[src/rtl/ddo_pkg.sv]
// shared types, constants and tables for the differential drive odometry block
`default_nettype none

package ddo_pkg;

	localparam int CFG_IDX_W        = 1;
	localparam int CFG_DATA_W       = 16;
	localparam int CORDIC_STEPS_DEF = 16;
	localparam int TAB_LEN          = 24;
	localparam int ITER_W           = 5;

	localparam logic [CFG_IDX_W-1:0] CFG_HALF_WHEEL_RADIUS = 1'd0;
	localparam logic [CFG_IDX_W-1:0] CFG_RADIUS_OVER_TRACK = 1'd1;

	localparam logic [15:0] HALF_WHEEL_RADIUS_RST = 16'd3277;
	localparam logic [15:0] RADIUS_OVER_TRACK_RST = 16'd13107;

	// cordic start vector, gain compensated, q30
	localparam logic signed [31:0] CORDIC_GAIN  = 32'sd652032874;
	// low word of 2*pi in q30; the full constant is 2^32 plus this
	localparam logic [31:0]        ANG_SCALE_LO = 32'd2451551556;
	// 2^32 / (2*pi)
	localparam logic [31:0]        TURN_PER_RAD = 32'd683565276;

	typedef struct packed {
		logic signed [15:0] first_wheel_speed;
		logic signed [15:0] second_wheel_speed;
		logic [15:0]        time_step;
	} ddo_in_t;

	typedef struct packed {
		logic signed [31:0] pos_x;
		logic signed [31:0] pos_y;
		logic [15:0]        heading;
	} ddo_out_t;

	typedef enum logic [3:0] {
		OP_NONE,
		OP_LOAD,
		OP_ANG,
		OP_INIT,
		OP_PM,
		OP_HA,
		OP_HB,
		OP_QS,
		OP_QM,
		OP_QR,
		OP_ROT,
		OP_MX,
		OP_MY,
		OP_UY,
		OP_EMIT
	} ddo_op_t;

	typedef struct packed {
		ddo_op_t           op;
		logic [ITER_W-1:0] iter;
	} ddo_cmd_t;

	// arctangent of 2^-i in q30 radians
	function automatic logic [29:0] atan_q30(input logic [ITER_W-1:0] i);
		logic [29:0] r;
		unique case (i)
			5'd0:    r = 30'd843314857;
			5'd1:    r = 30'd497837829;
			5'd2:    r = 30'd263043837;
			5'd3:    r = 30'd133525159;
			5'd4:    r = 30'd67021687;
			5'd5:    r = 30'd33543516;
			5'd6:    r = 30'd16775851;
			5'd7:    r = 30'd8388437;
			5'd8:    r = 30'd4194283;
			5'd9:    r = 30'd2097149;
			5'd10:   r = 30'd1048576;
			5'd11:   r = 30'd524288;
			5'd12:   r = 30'd262144;
			5'd13:   r = 30'd131072;
			5'd14:   r = 30'd65536;
			5'd15:   r = 30'd32768;
			5'd16:   r = 30'd16384;
			5'd17:   r = 30'd8192;
			5'd18:   r = 30'd4096;
			5'd19:   r = 30'd2048;
			5'd20:   r = 30'd1024;
			5'd21:   r = 30'd512;
			5'd22:   r = 30'd256;
			5'd23:   r = 30'd128;
			default: r = 30'd0;
		endcase
		return r;
	endfunction

endpackage

`default_nettype wire

[src/rtl/differential_drive_odometry.sv]
// top level of the differential drive odometry block
//
//  channel   direction  handshake            payload
//  in        input      in_valid/in_ready    in_data  (wheel speeds, time step)
//  out       output     out_valid/out_ready  out_data (x, y, heading)
//  cfg       input      cfg_we               cfg_index, cfg_data
//
//  on the way from accept to the output register, the cordic rotation loop does
//  most of the work at the default CORDIC_STEPS; most of the other steps are
//  products through the single shared multiplier
//  reset clears the pose to zero and loads the register defaults
//  a new beat is taken the cycle after the previous pose reaches the output register;
//  the final load waits while the output register holds an untaken beat
`default_nettype none

module differential_drive_odometry #(
	parameter int CORDIC_STEPS = ddo_pkg::CORDIC_STEPS_DEF
) (
	input  logic                           clk,
	input  logic                           arst_n,
	input  logic                           in_valid,
	output logic                           in_ready,
	input  ddo_pkg::ddo_in_t               in_data,
	output logic                           out_valid,
	input  logic                           out_ready,
	output ddo_pkg::ddo_out_t              out_data,
	input  logic                           cfg_we,
	input  logic [ddo_pkg::CFG_IDX_W-1:0]  cfg_index,
	input  logic [ddo_pkg::CFG_DATA_W-1:0] cfg_data
);
	import ddo_pkg::*;

	ddo_cmd_t cmd;

	ddo_ctrl #(
		.CORDIC_STEPS(CORDIC_STEPS)
	) u_ctrl (
		.clk       (clk),
		.arst_n    (arst_n),
		.in_valid  (in_valid),
		.in_ready  (in_ready),
		.out_valid (out_valid),
		.out_ready (out_ready),
		.cmd       (cmd)
	);

	ddo_datapath u_datapath (
		.clk       (clk),
		.arst_n    (arst_n),
		.cmd       (cmd),
		.in_data   (in_data),
		.cfg_we    (cfg_we),
		.cfg_index (cfg_index),
		.cfg_data  (cfg_data),
		.out_data  (out_data)
	);

`ifndef ASSERT_OFF
	a_load_on_accept: assert property (@(posedge clk) disable iff (!arst_n)
		(cmd.op == OP_LOAD) |-> (in_valid && in_ready))
		else $error("input loaded without an accepted beat");

	a_busy_after_accept: assert property (@(posedge clk) disable iff (!arst_n)
		(in_valid && in_ready) |=> !in_ready)
		else $error("second beat taken while an item is in work");

	a_emit_sets_valid: assert property (@(posedge clk) disable iff (!arst_n)
		(cmd.op == OP_EMIT) |=> out_valid)
		else $error("result loaded but output not valid");
`endif

endmodule

`default_nettype wire

[src/rtl/ddo_ctrl.sv]
// sequencer for the odometry datapath: one micro-op per cycle, none while the final load waits on a stalled output
`default_nettype none

module ddo_ctrl #(
	parameter int CORDIC_STEPS = ddo_pkg::CORDIC_STEPS_DEF
) (
	input  logic              clk,
	input  logic              arst_n,
	input  logic              in_valid,
	output logic              in_ready,
	output logic              out_valid,
	input  logic              out_ready,
	output ddo_pkg::ddo_cmd_t cmd
);
	import ddo_pkg::*;

	localparam int ROT_N = (CORDIC_STEPS > TAB_LEN) ? TAB_LEN : CORDIC_STEPS;
	localparam logic [ITER_W-1:0] ITER_LAST = ITER_W'(ROT_N - 1);

	typedef enum logic [3:0] {
		S_IDLE,
		S_ANG,
		S_INIT,
		S_PM,
		S_HA,
		S_HB,
		S_QS,
		S_QM,
		S_QR,
		S_ROT,
		S_MX,
		S_MY,
		S_UY,
		S_EMIT
	} state_t;

	state_t            state_q;
	logic [ITER_W-1:0] iter_q;
	logic              out_valid_q;
	logic              emit_ok;

	assign emit_ok   = !out_valid_q || out_ready;
	assign in_ready  = (state_q == S_IDLE);
	assign out_valid = out_valid_q;

	always_ff @(posedge clk or negedge arst_n) begin
		if (!arst_n) begin
			state_q     <= S_IDLE;
			iter_q      <= '0;
			out_valid_q <= 1'b0;
		end else begin
			if ((state_q == S_EMIT) && emit_ok) begin
				out_valid_q <= 1'b1;
			end else if (out_ready) begin
				out_valid_q <= 1'b0;
			end
			unique case (state_q)
				S_IDLE: begin
					if (in_valid) begin
						state_q <= S_ANG;
					end
				end
				S_ANG:  state_q <= S_INIT;
				S_INIT: state_q <= S_PM;
				S_PM:   state_q <= S_HA;
				S_HA:   state_q <= S_HB;
				S_HB:   state_q <= S_QS;
				S_QS:   state_q <= S_QM;
				S_QM:   state_q <= S_QR;
				S_QR: begin
					iter_q  <= '0;
					state_q <= S_ROT;
				end
				S_ROT: begin
					if (iter_q == ITER_LAST) begin
						state_q <= S_MX;
					end else begin
						iter_q <= iter_q + 1'b1;
					end
				end
				S_MX: state_q <= S_MY;
				S_MY: state_q <= S_UY;
				S_UY: state_q <= S_EMIT;
				S_EMIT: begin
					if (emit_ok) begin
						state_q <= S_IDLE;
					end
				end
				default: state_q <= S_IDLE;
			endcase
		end
	end

	always_comb begin
		cmd.iter = iter_q;
		unique case (state_q)
			S_IDLE:  cmd.op = in_valid ? OP_LOAD : OP_NONE;
			S_ANG:   cmd.op = OP_ANG;
			S_INIT:  cmd.op = OP_INIT;
			S_PM:    cmd.op = OP_PM;
			S_HA:    cmd.op = OP_HA;
			S_HB:    cmd.op = OP_HB;
			S_QS:    cmd.op = OP_QS;
			S_QM:    cmd.op = OP_QM;
			S_QR:    cmd.op = OP_QR;
			S_ROT:   cmd.op = OP_ROT;
			S_MX:    cmd.op = OP_MX;
			S_MY:    cmd.op = OP_MY;
			S_UY:    cmd.op = OP_UY;
			S_EMIT:  cmd.op = emit_ok ? OP_EMIT : OP_NONE;
			default: cmd.op = OP_NONE;
		endcase
	end

endmodule

`default_nettype wire

[src/rtl/ddo_datapath.sv]
// pose registers, shared multiplier, cordic rotator and config registers
`default_nettype none

module ddo_datapath (
	input  logic                               clk,
	input  logic                               arst_n,
	input  ddo_pkg::ddo_cmd_t                  cmd,
	input  ddo_pkg::ddo_in_t                   in_data,
	input  logic                               cfg_we,
	input  logic [ddo_pkg::CFG_IDX_W-1:0]      cfg_index,
	input  logic [ddo_pkg::CFG_DATA_W-1:0]     cfg_data,
	output ddo_pkg::ddo_out_t                  out_data
);
	import ddo_pkg::*;

	// config and pose
	logic [15:0] half_wheel_radius_q;
	logic [15:0] radius_over_track_q;
	logic [31:0] x_pos_q;
	logic [31:0] y_pos_q;
	logic [15:0] heading_q;

	// per-item working registers
	logic [15:0] dmag_q;
	logic        dneg_q;
	logic [16:0] smag_q;
	logic        sneg_q;
	logic [15:0] dt_q;
	logic        flip_q;
	logic [14:0] amag_q;
	logic        aneg_q;
	logic [63:0] prod_q;
	logic [63:0] acc_q;
	logic [23:0] bfrac_q;
	logic [30:0] qr_q;
	logic signed [31:0] cx_q;
	logic signed [31:0] cy_q;
	logic signed [33:0] cz_q;
	ddo_out_t    out_q;

	// input conditioning
	logic signed [16:0] diff;
	logic signed [16:0] sum;
	logic [16:0]        dabs;
	logic [16:0]        sabs;
	logic [15:0]        hrot;
	logic [15:0]        afold;
	logic [15:0]        aabs;

	assign diff = {in_data.first_wheel_speed[15], in_data.first_wheel_speed}
	            - {in_data.second_wheel_speed[15], in_data.second_wheel_speed};
	assign sum  = {in_data.first_wheel_speed[15], in_data.first_wheel_speed}
	            + {in_data.second_wheel_speed[15], in_data.second_wheel_speed};
	assign dabs = diff[16] ? 17'(-diff) : 17'(diff);
	assign sabs = sum[16] ? 17'(-sum) : 17'(sum);

	// fold heading by a half turn into [-1/4, 1/4)
	assign hrot  = heading_q + 16'd16384;
	assign afold = hrot[15] ? (heading_q + 16'h8000) : heading_q;
	assign aabs  = afold[15] ? 16'(-afold) : afold;

	// shared multiplier
	logic [31:0] mul_a;
	logic [31:0] mul_b;
	logic [63:0] mul_p;
	logic [31:0] xabs;
	logic [31:0] yabs;

	assign xabs = cx_q[31] ? 32'(-cx_q) : 32'(cx_q);
	assign yabs = cy_q[31] ? 32'(-cy_q) : 32'(cy_q);

	always_comb begin
		mul_a = '0;
		mul_b = '0;
		case (cmd.op)
			OP_ANG: begin
				mul_a = {17'd0, amag_q};
				mul_b = ANG_SCALE_LO;
			end
			OP_INIT: begin
				mul_a = {16'd0, dmag_q};
				mul_b = {16'd0, radius_over_track_q};
			end
			OP_PM, OP_QM: begin
				mul_a = prod_q[31:0];
				mul_b = {16'd0, dt_q};
			end
			OP_HA: begin
				mul_a = {8'd0, prod_q[47:24]};
				mul_b = TURN_PER_RAD;
			end
			OP_HB: begin
				mul_a = {8'd0, bfrac_q};
				mul_b = TURN_PER_RAD;
			end
			OP_QS: begin
				mul_a = {15'd0, smag_q};
				mul_b = {16'd0, half_wheel_radius_q};
			end
			OP_MX: begin
				mul_a = {1'b0, qr_q};
				mul_b = xabs;
			end
			OP_MY: begin
				mul_a = {1'b0, qr_q};
				mul_b = yabs;
			end
			default: begin
				mul_a = '0;
				mul_b = '0;
			end
		endcase
	end

	assign mul_p = 64'(mul_a) * 64'(mul_b);

	// angle to q30 radians
	logic [47:0]        zsum;
	logic [31:0]        zmag;
	logic signed [33:0] z_init;

	assign zsum   = prod_q[47:0] + {1'b0, amag_q, 32'd0} + 48'd32768;
	assign zmag   = zsum[47:16];
	assign z_init = aneg_q ? -$signed({2'b00, zmag}) : $signed({2'b00, zmag});

	// heading step
	logic [63:0] hsum;
	logic [15:0] delta;

	assign hsum  = acc_q + 64'h2_0000_0000 + {24'd0, prod_q[63:24]};
	assign delta = hsum[49:34];

	// travel rounding
	logic [48:0] qsum;

	assign qsum = {1'b0, prod_q[47:0]} + 49'h2_0000;

	// cordic micro-rotation
	logic signed [31:0] xs;
	logic signed [31:0] ys;
	logic signed [33:0] atan_ext;

	assign xs       = cx_q >>> cmd.iter;
	assign ys       = cy_q >>> cmd.iter;
	assign atan_ext = $signed({4'd0, atan_q30(cmd.iter)});

	// scaled move
	logic [63:0] msum;
	logic [31:0] mval;
	logic        negx;
	logic        negy;

	assign msum = prod_q + (64'd1 << 37);
	assign mval = {6'd0, msum[63:38]};
	assign negx = sneg_q ^ cx_q[31] ^ flip_q;
	assign negy = sneg_q ^ cy_q[31] ^ flip_q;

	always_ff @(posedge clk or negedge arst_n) begin
		if (!arst_n) begin
			half_wheel_radius_q <= HALF_WHEEL_RADIUS_RST;
			radius_over_track_q <= RADIUS_OVER_TRACK_RST;
			x_pos_q             <= '0;
			y_pos_q             <= '0;
			heading_q           <= '0;
		end else begin
			if (cfg_we) begin
				unique case (cfg_index)
					CFG_HALF_WHEEL_RADIUS: half_wheel_radius_q <= cfg_data;
					CFG_RADIUS_OVER_TRACK: radius_over_track_q <= cfg_data;
					default: ;
				endcase
			end
			case (cmd.op)
				OP_QS: heading_q <= dneg_q ? (heading_q - delta) : (heading_q + delta);
				OP_MY: x_pos_q   <= x_pos_q + (negx ? 32'(-mval) : mval);
				OP_UY: y_pos_q   <= y_pos_q + (negy ? 32'(-mval) : mval);
				default: ;
			endcase
		end
	end

	always_ff @(posedge clk) begin
		prod_q <= mul_p;
		case (cmd.op)
			OP_LOAD: begin
				dmag_q <= dabs[15:0];
				dneg_q <= diff[16];
				smag_q <= sabs;
				sneg_q <= sum[16];
				dt_q   <= in_data.time_step;
				flip_q <= hrot[15];
				amag_q <= aabs[14:0];
				aneg_q <= afold[15];
			end
			OP_INIT: begin
				cx_q <= CORDIC_GAIN;
				cy_q <= '0;
				cz_q <= z_init;
			end
			OP_HA: bfrac_q <= prod_q[23:0];
			OP_HB: acc_q   <= prod_q;
			OP_QR: qr_q    <= qsum[48:18];
			OP_ROT: begin
				if (!cz_q[33]) begin
					cx_q <= cx_q - ys;
					cy_q <= cy_q + xs;
					cz_q <= cz_q - atan_ext;
				end else begin
					cx_q <= cx_q + ys;
					cy_q <= cy_q - xs;
					cz_q <= cz_q + atan_ext;
				end
			end
			OP_EMIT: begin
				out_q.pos_x   <= $signed(x_pos_q);
				out_q.pos_y   <= $signed(y_pos_q);
				out_q.heading <= heading_q;
			end
			default: ;
		endcase
	end

	assign out_data = out_q;

endmodule

`default_nettype wire

[config.mk]
export PLATFORM = sky130hd
export DESIGN_NAME = differential_drive_odometry
export DESIGN_NICKNAME = d
export VERILOG_FILES = /design/src/rtl/ddo_pkg.sv /design/src/rtl/differential_drive_odometry.sv /design/src/rtl/ddo_ctrl.sv /design/src/rtl/ddo_datapath.sv
export SDC_FILE = /design/constraint.sdc
export NUM_CORES = 2
export LEC_CHECK = 0
export BUFFER_PORTS_ARGS = -buffer_cell sky130_fd_sc_hd__buf_2
export CAP_MARGIN = 20
export CORE_UTILIZATION = 30
export DETAILED_ROUTE_END_ITERATION = 10
export PLACE_DENSITY = 0.42
export SYNTH_ARGS = -nofsm -noshare
export SYNTH_HDL_FRONTEND = slang
export SYNTH_SLANG_ARGS = --single-unit
[constraint.sdc]
create_clock -name clk -period 11.4 [get_ports clk]
set_input_delay 1.71 -clock clk [delete_from_list [all_inputs] [get_ports clk]]
set_output_delay 1.71 -clock clk [all_outputs]
set_load 0.02 [all_outputs]
* Yosys cells after proc, flatten, opt, wreduce, memory -nomap -nowiden
Memory sizes are Yosys's and may differ from the RTL's.
Cells that the tools add are included.
** Storage, ports and cells
- Bits in read-only memories :: 960
- Memories kept :: 1
- Register bits :: 537
- Logic and storage cells :: 139
- Output and inout port bits :: 82
- Input bits :: 70
** Memory list
- (name not given) :: words 32, bits a word 30, read ports 1, clocked after Yosys merged registers in 0, wr ports 0, RTL line ddo_pkg.sv:63 : unique case (i)
** Operators by class
- Shift operators :: 2
- Bitwise gates (word level) :: 5
- Multiply operators :: 1
- Reduce and logical (&&, ||, !) cells :: 14
- Add/subtract/negate cells :: 28
- Equal/unequal tests :: 32
- Mux-type cells :: 29
** Operators with widths (count)
- 32-bit one-hot mux with 7 select lines :: 2
- 32-bit two-way mux :: 6
- 32-bit adder :: 4
- 32-bit one-hot mux with 2 select lines :: 2
- 4-bit one-hot mux with 14 select lines :: 2
- 34-bit two-way mux :: 2
- 34-bit one-hot mux with 2 select lines :: 1
- 64-bit by 38-bit adder with 64-bit output, second input constant :: 1
- 32-bit by 32-bit multiplier with 64-bit output :: 1
- 16-bit two-way mux :: 4
- 32-bit negator :: 2
- 32-bit by 5-bit >>> shifter with 32-bit output :: 2
- 32-bit subtractor :: 2
- 4-bit equality test, second input constant :: 13
- 50-bit by 34-bit adder with 50-bit output, second input constant :: 1
- 50-bit by 40-bit adder with 50-bit output :: 1
- 48-bit by 18-bit adder with 49-bit output, second input constant :: 1
- 48-bit by 16-bit adder with 48-bit output, second input constant :: 1
- 48-bit by 47-bit adder with 48-bit output :: 1
- 34-bit by 31-bit adder with 34-bit output :: 1
- 32-bit negator with 34-bit output :: 1
- 34-bit by 31-bit subtractor with 34-bit output :: 1
- 4-bit by 3-bit equality test with 1-bit output, second input constant :: 8
- 26-bit negator with 32-bit output :: 1
- other kinds (30) :: 50

* Logic depth before layout (Yosys ltp)
- Word-level depth :: 8
- Depth in mapped cells :: 42

* Cells and area by module
From an unflattened synthesis, not the netlist that was laid out.
** Second synthesis, totals
- Cell total of the unflattened synthesis :: 8293
- Area, all modules :: 74823.0 um^2
** By module, submodules not included
- ddo_datapath :: area each 74197.4 um^2, cells each 8222, times used 1, sequential area each 14612.8 um^2
- ddo_ctrl :: area each 625.6 um^2, cells each 71, times used 1, sequential area each 250.2 um^2

* Worst setup path after synthesis
OpenSTA, ideal clock, no wires.
- Kind :: flip-flop to flip-flop
- From :: reg u_datapath.cx_q[3]
- To :: reg u_datapath.prod_q[62]
- Period minus slack after synthesis :: 10.463 ns
- Stages on the path, launching flop included :: 38
- Path slack :: 0.937 ns
- Buffers on the path :: 3
- Arrival time :: 10.391 ns
- Required time :: 11.328 ns
- Path through :: edfxtp_1 > buf_6 > or4_4 > or3_4 > or3_4 > or3_4 > or4_4 > o41ai_2 > xor2_1 > o22ai_1 > clkbuf_1 > nand2_1 > fa_1 > inv_1 > fa_1 > fa_1 > fa_1 > fa_1 > [... 2 more ...] > inv_1 > fa_1 > inv_1 > ha_1 > clkbuf_1 > a21oi_1 > nor2b_1 > o21ai_0 > nand2b_1 > a21o_1 > a21o_1 > a311oi_1 > o41ai_1 > a221oi_1 > o21ai_0 > a31o_2 > a221oi_1 > xnor2_1
** Between the ends
- Word-level cells in the longest chain between the ends :: 4
** Ends and longest elaborated chain
- start, declared :: RTL line ddo_datapath.sv:36 : logic signed [31:0] cx_q;
- start signal, assigned :: RTL line ddo_datapath.sv:205 : cx_q <= cx_q - ys;
- start signal, assigned :: RTL line ddo_datapath.sv:209 : cx_q <= cx_q + ys;
- 32-bit negator :: RTL line ddo_datapath.sv:69 : assign xabs = cx_q[31] ? 32'(-cx_q) : 32'(cx_q);
- 32-bit two-way mux * :: RTL line ddo_datapath.sv:69
- 32-bit one-hot mux with 7 select lines * :: RTL line ddo_datapath.sv:75 : case (cmd.op)
- 32-bit by 32-bit multiplier with 64-bit output * :: RTL line ddo_datapath.sv:115 : assign mul_p = 64'(mul_a) * 64'(mul_b);
- net u_datapath.mul_p[62] :: RTL line ddo_datapath.sv:65 : logic [63:0] mul_p;
- end signal, assigned :: RTL line ddo_datapath.sv:183 : prod_q <= mul_p;
- end, declared :: RTL line ddo_datapath.sv:32 : logic [63:0] prod_q;
The timed path passes the listed nets; every way through them passes the cells marked *.
A chain may end at the register's enable or synchronous reset.

* Worst setup path after layout
Same ends and word-level chain as after synthesis.

==> impl_metrics.json <==
{
  "outcome": "complete, no violations",
  "syn2layout_area_growth_pct": 10.8,
  "worstSetupPathDepth": 36,
  "yosysUniqueCellTypes": 99,
  "fp.dieW_um": 499,
  "finalCriticalPeriod_ns": 10.89,
  "nNetsFinal": 9895,
  "yosysWarningCount": 0,
  "wl_per_cell_um": 24.6,
  "grt_pass1_wl_mm": 421,
  "ys_async_sr_fraction_pct": 22.8,
  "synth_xor_area_share_pct": 7.28,
  "grt_use_total_pct": 22.8,
  "arrival_ns": 11.48,
  "netlist_area_um2": 74200,
  "slowest_stage": "or4_4",
  "hold_viol": 0,
  "maxSlewViolCount": 0,
  "r2r-end": "u_datapath.prod_q[62]",
  "rr_startpoint": "u_datapath.cx_q[3]",
  "hold_path_depth": 1,
  "fin_crit_sh_pct": 95.5,
  "viasPerCell": 5.17,
  "hp-start": "u_datapath.y_pos_q[31]",
  "postCtsSetupRepairBufs": 0,
  "yosysMostFrequentCell": "inv_1",
  "synth_area_leader_cell": "fa_1",
  "muxShareOfSynthArea_pct": 3.56,
  "synth_top_area_share_pct": 24.4,
  "htree_num_levels": 3,
  "critPathKind": "reg -> reg",
  "grt_pass1_vias": 61322,
  "fin_tns_setup_ns": 0,
  "worstSkewPairLatency_ns": 0.71,
  "num_vias": 60110,
  "crit_fanout": 16,
  "hold_path.class": "reg -> reg",
  "drc": 0,
  "synth_top_family_by_area": "adder cells",
  "grt_remaining_overflow": 0,
  "maxCapViolCount": 0,
  "synth_ff_type": "edfxtp_1",
  "worstHoldEndpoint": "u_datapath.y_pos_q[31]",
  "syn_area_per_cell_um2": 9.04,
  "root_buffer": "clkbuf_16",
  "filler_cell_count": 25566,
  "clockBufferDepth": 3,
  "grt_max_degree": 85,
  "cpPeakStageDelay_ns": 0.56,
  "worst_path_dominant_cell_family": "adder cells",
  "num_io_pins": 152,
  "seq_area_frac_synth_pct": 20.0,
  "antenna_found_initial": 10,
  "syn_inst": 8211,
  "tightest_slew_ns": 1.39,
  "critPathCaptureType": "flip-flop",
  "ys_ff_latch": 536,
  "fin_skew_ns": 0.0480,
  "coreArea_um2": 246000,
  "cp.required_ns": 11.99,
  "rsz0062_at_grt": "false",
  "synth_enable_flop_cells": 350,
  "path_buf_inv": 5,
  "synthTopCellsByArea": "fa_1 24%, edfxtp_1 14%, ha_1 9.8%, inv_1 5.7%, nand2_1 4.9%",
  "crit_top_cell": "fa_1",
  "first_iter_violations": 4749,
  "cts_tree": "yes",
  "path_clk_slew_ns": 0.06,
  "worstSetupStartpointType": "flip-flop",
  "setup_viol": 0,
  "drive_gt1_share_pct": 9.91,
  "rows": 182,
  "place_congestion": 0.910,
  "dieArea_um2": 249000,
  "routed_wl_mm": 286,
  "synth_simple_gate_area_share_pct": 14.8,
  "die_h_um": 499,
  "ant_nets": 0,
  "drtPass1Iterations": 9,
  "rr_worst_depth": 36,
  "dp_hpwl_mm": 231,
  "fmax_mhz": 91.8,
  "maxSlewHeadroom_pct": 7.52,
  "numPortBuffers": 151,
  "clock-sinks": 536,
  "synth_compound_area_share_pct": 12.0,
  "initial_core_util_pct": 30.2,
  "rrSetupSlack_ns": 0.51,
  "synth_common_cells": "1,122 x inv_1, 975 x nand2_1, 904 x fa_1, 842 x nor2_1, 583 x ha_1",
  "synth_fa_ha_area_share_pct": 34.2,
  "numCtsBuffers": 71
}
worst reg2reg max path, delay by kind of cell, from the launching register on:
family	cells	cell delay, ns
adder cells (fa/ha/maj)	9	4.24
AND/OR/NAND/NOR	8	2.57
flip-flops	1	0.40
AO/OA/AOI/OAI	12	2.63
buffers and inverters	5	0.65
XOR/XNOR	2	0.32
layout by cell type (no fill, tap or decap), types with 271 or more instances in the layout:
cell type and n:
xnor2_1 342, edfxtp_1 350, nor2_1 837, nand2_1 973, buf_4 284, inv_1 1121, a21oi_1 384, xor2_1 271
fa_1 904, ha_1 583, o21ai_0 333
per-layer routing:
metal | part of all wire, % | global-route usage [%]
met1 | 46 | 32.1
met2 | 46 | 37.1
met3 | 4.5 | 2.13
met4 | 3.0 | 6.52
met5 | 0.0031 | 0
logic make-up after synthesis:
group	Yosys count
muxes	166
xor gates and xnor gates	615
adders and majority gates	1487
other	2
AOI/OAI and AO/OA	1394
buffers and inverters	1526
DFF	536
and+or+nand+nor	2485
worst max path at each step:
stage | start | endpoint | slack, ns
2_1_floorplan | u_datapath.cx_q[3] | u_datapath.prod_q[62] | 0.94
5_1_grt | u_datapath.cy_q[6] | u_datapath.prod_q[62] | 0.02
3_5_place_dp | out_ready | u_datapath.prod_q[63] | 0.27
6_report | u_datapath.cx_q[3] | u_datapath.prod_q[62] | 0.51
3_3_place_gp | out_ready | u_datapath.prod_q[63] | 0.27
4_1_cts | u_datapath.cx_q[3] | u_datapath.prod_q[62] | 0.28
per-stage QoR:
stage               utilization, %  setup WS, ns  instance area (um^2)  hold WS [ns]  cells
floorplan                        -         0.937                 74200         0.424   8225
global placement              32.4         0.265                 79800         0.452  11484
detailed placement            32.4         0.270                 79800         0.455  11485
CTS                           33.4         0.285                 82100         0.466  11617
global route                  33.4        0.0205                 82200         0.479  11619
finish                        33.4         0.509                 82200         0.470  11627
area by class of cell:
cell class / count / area, um^2 / share of cell area [%]
Antenna cell: 10 / 25.0 / 0.0304
Clock buffer: 98 / 2050 / 2.50
Clock inverter: 34 / 299 / 0.364
Inverter: 1126 / 4230 / 5.14
Multi-Input combinational cell: 6163 / 53700 / 65.3
Sequential cell: 536 / 14900 / 18.1
Tap cell: 3220 / 4030 / 4.90
Timing Repair Buffer: 440 / 2990 / 3.64
timing repair:
item | 4_1_cts | 5_1_grt
hold buffers | 0 | 0
setup endpoints to repair | 0 | 8
gates resized for setup | 0 | 9
registers in the layout (all words and copies together), names as in the netlist, 17 cells and up:
name and cells:
u_datapath.smag_q 17, u_datapath.out_data 80, u_datapath.prod_q 64, u_datapath.x_pos_q 32
u_datapath.acc_q 50, u_datapath.cz_q 34, u_datapath.cy_q 32, u_datapath.y_pos_q 32
u_datapath.qr_q 31, u_datapath.cx_q 32, u_datapath.bfrac_q 24
Power is left out: the tool's default activity adds up to more than one toggle a clock period on the data nets, which glitch-free logic cannot reach.
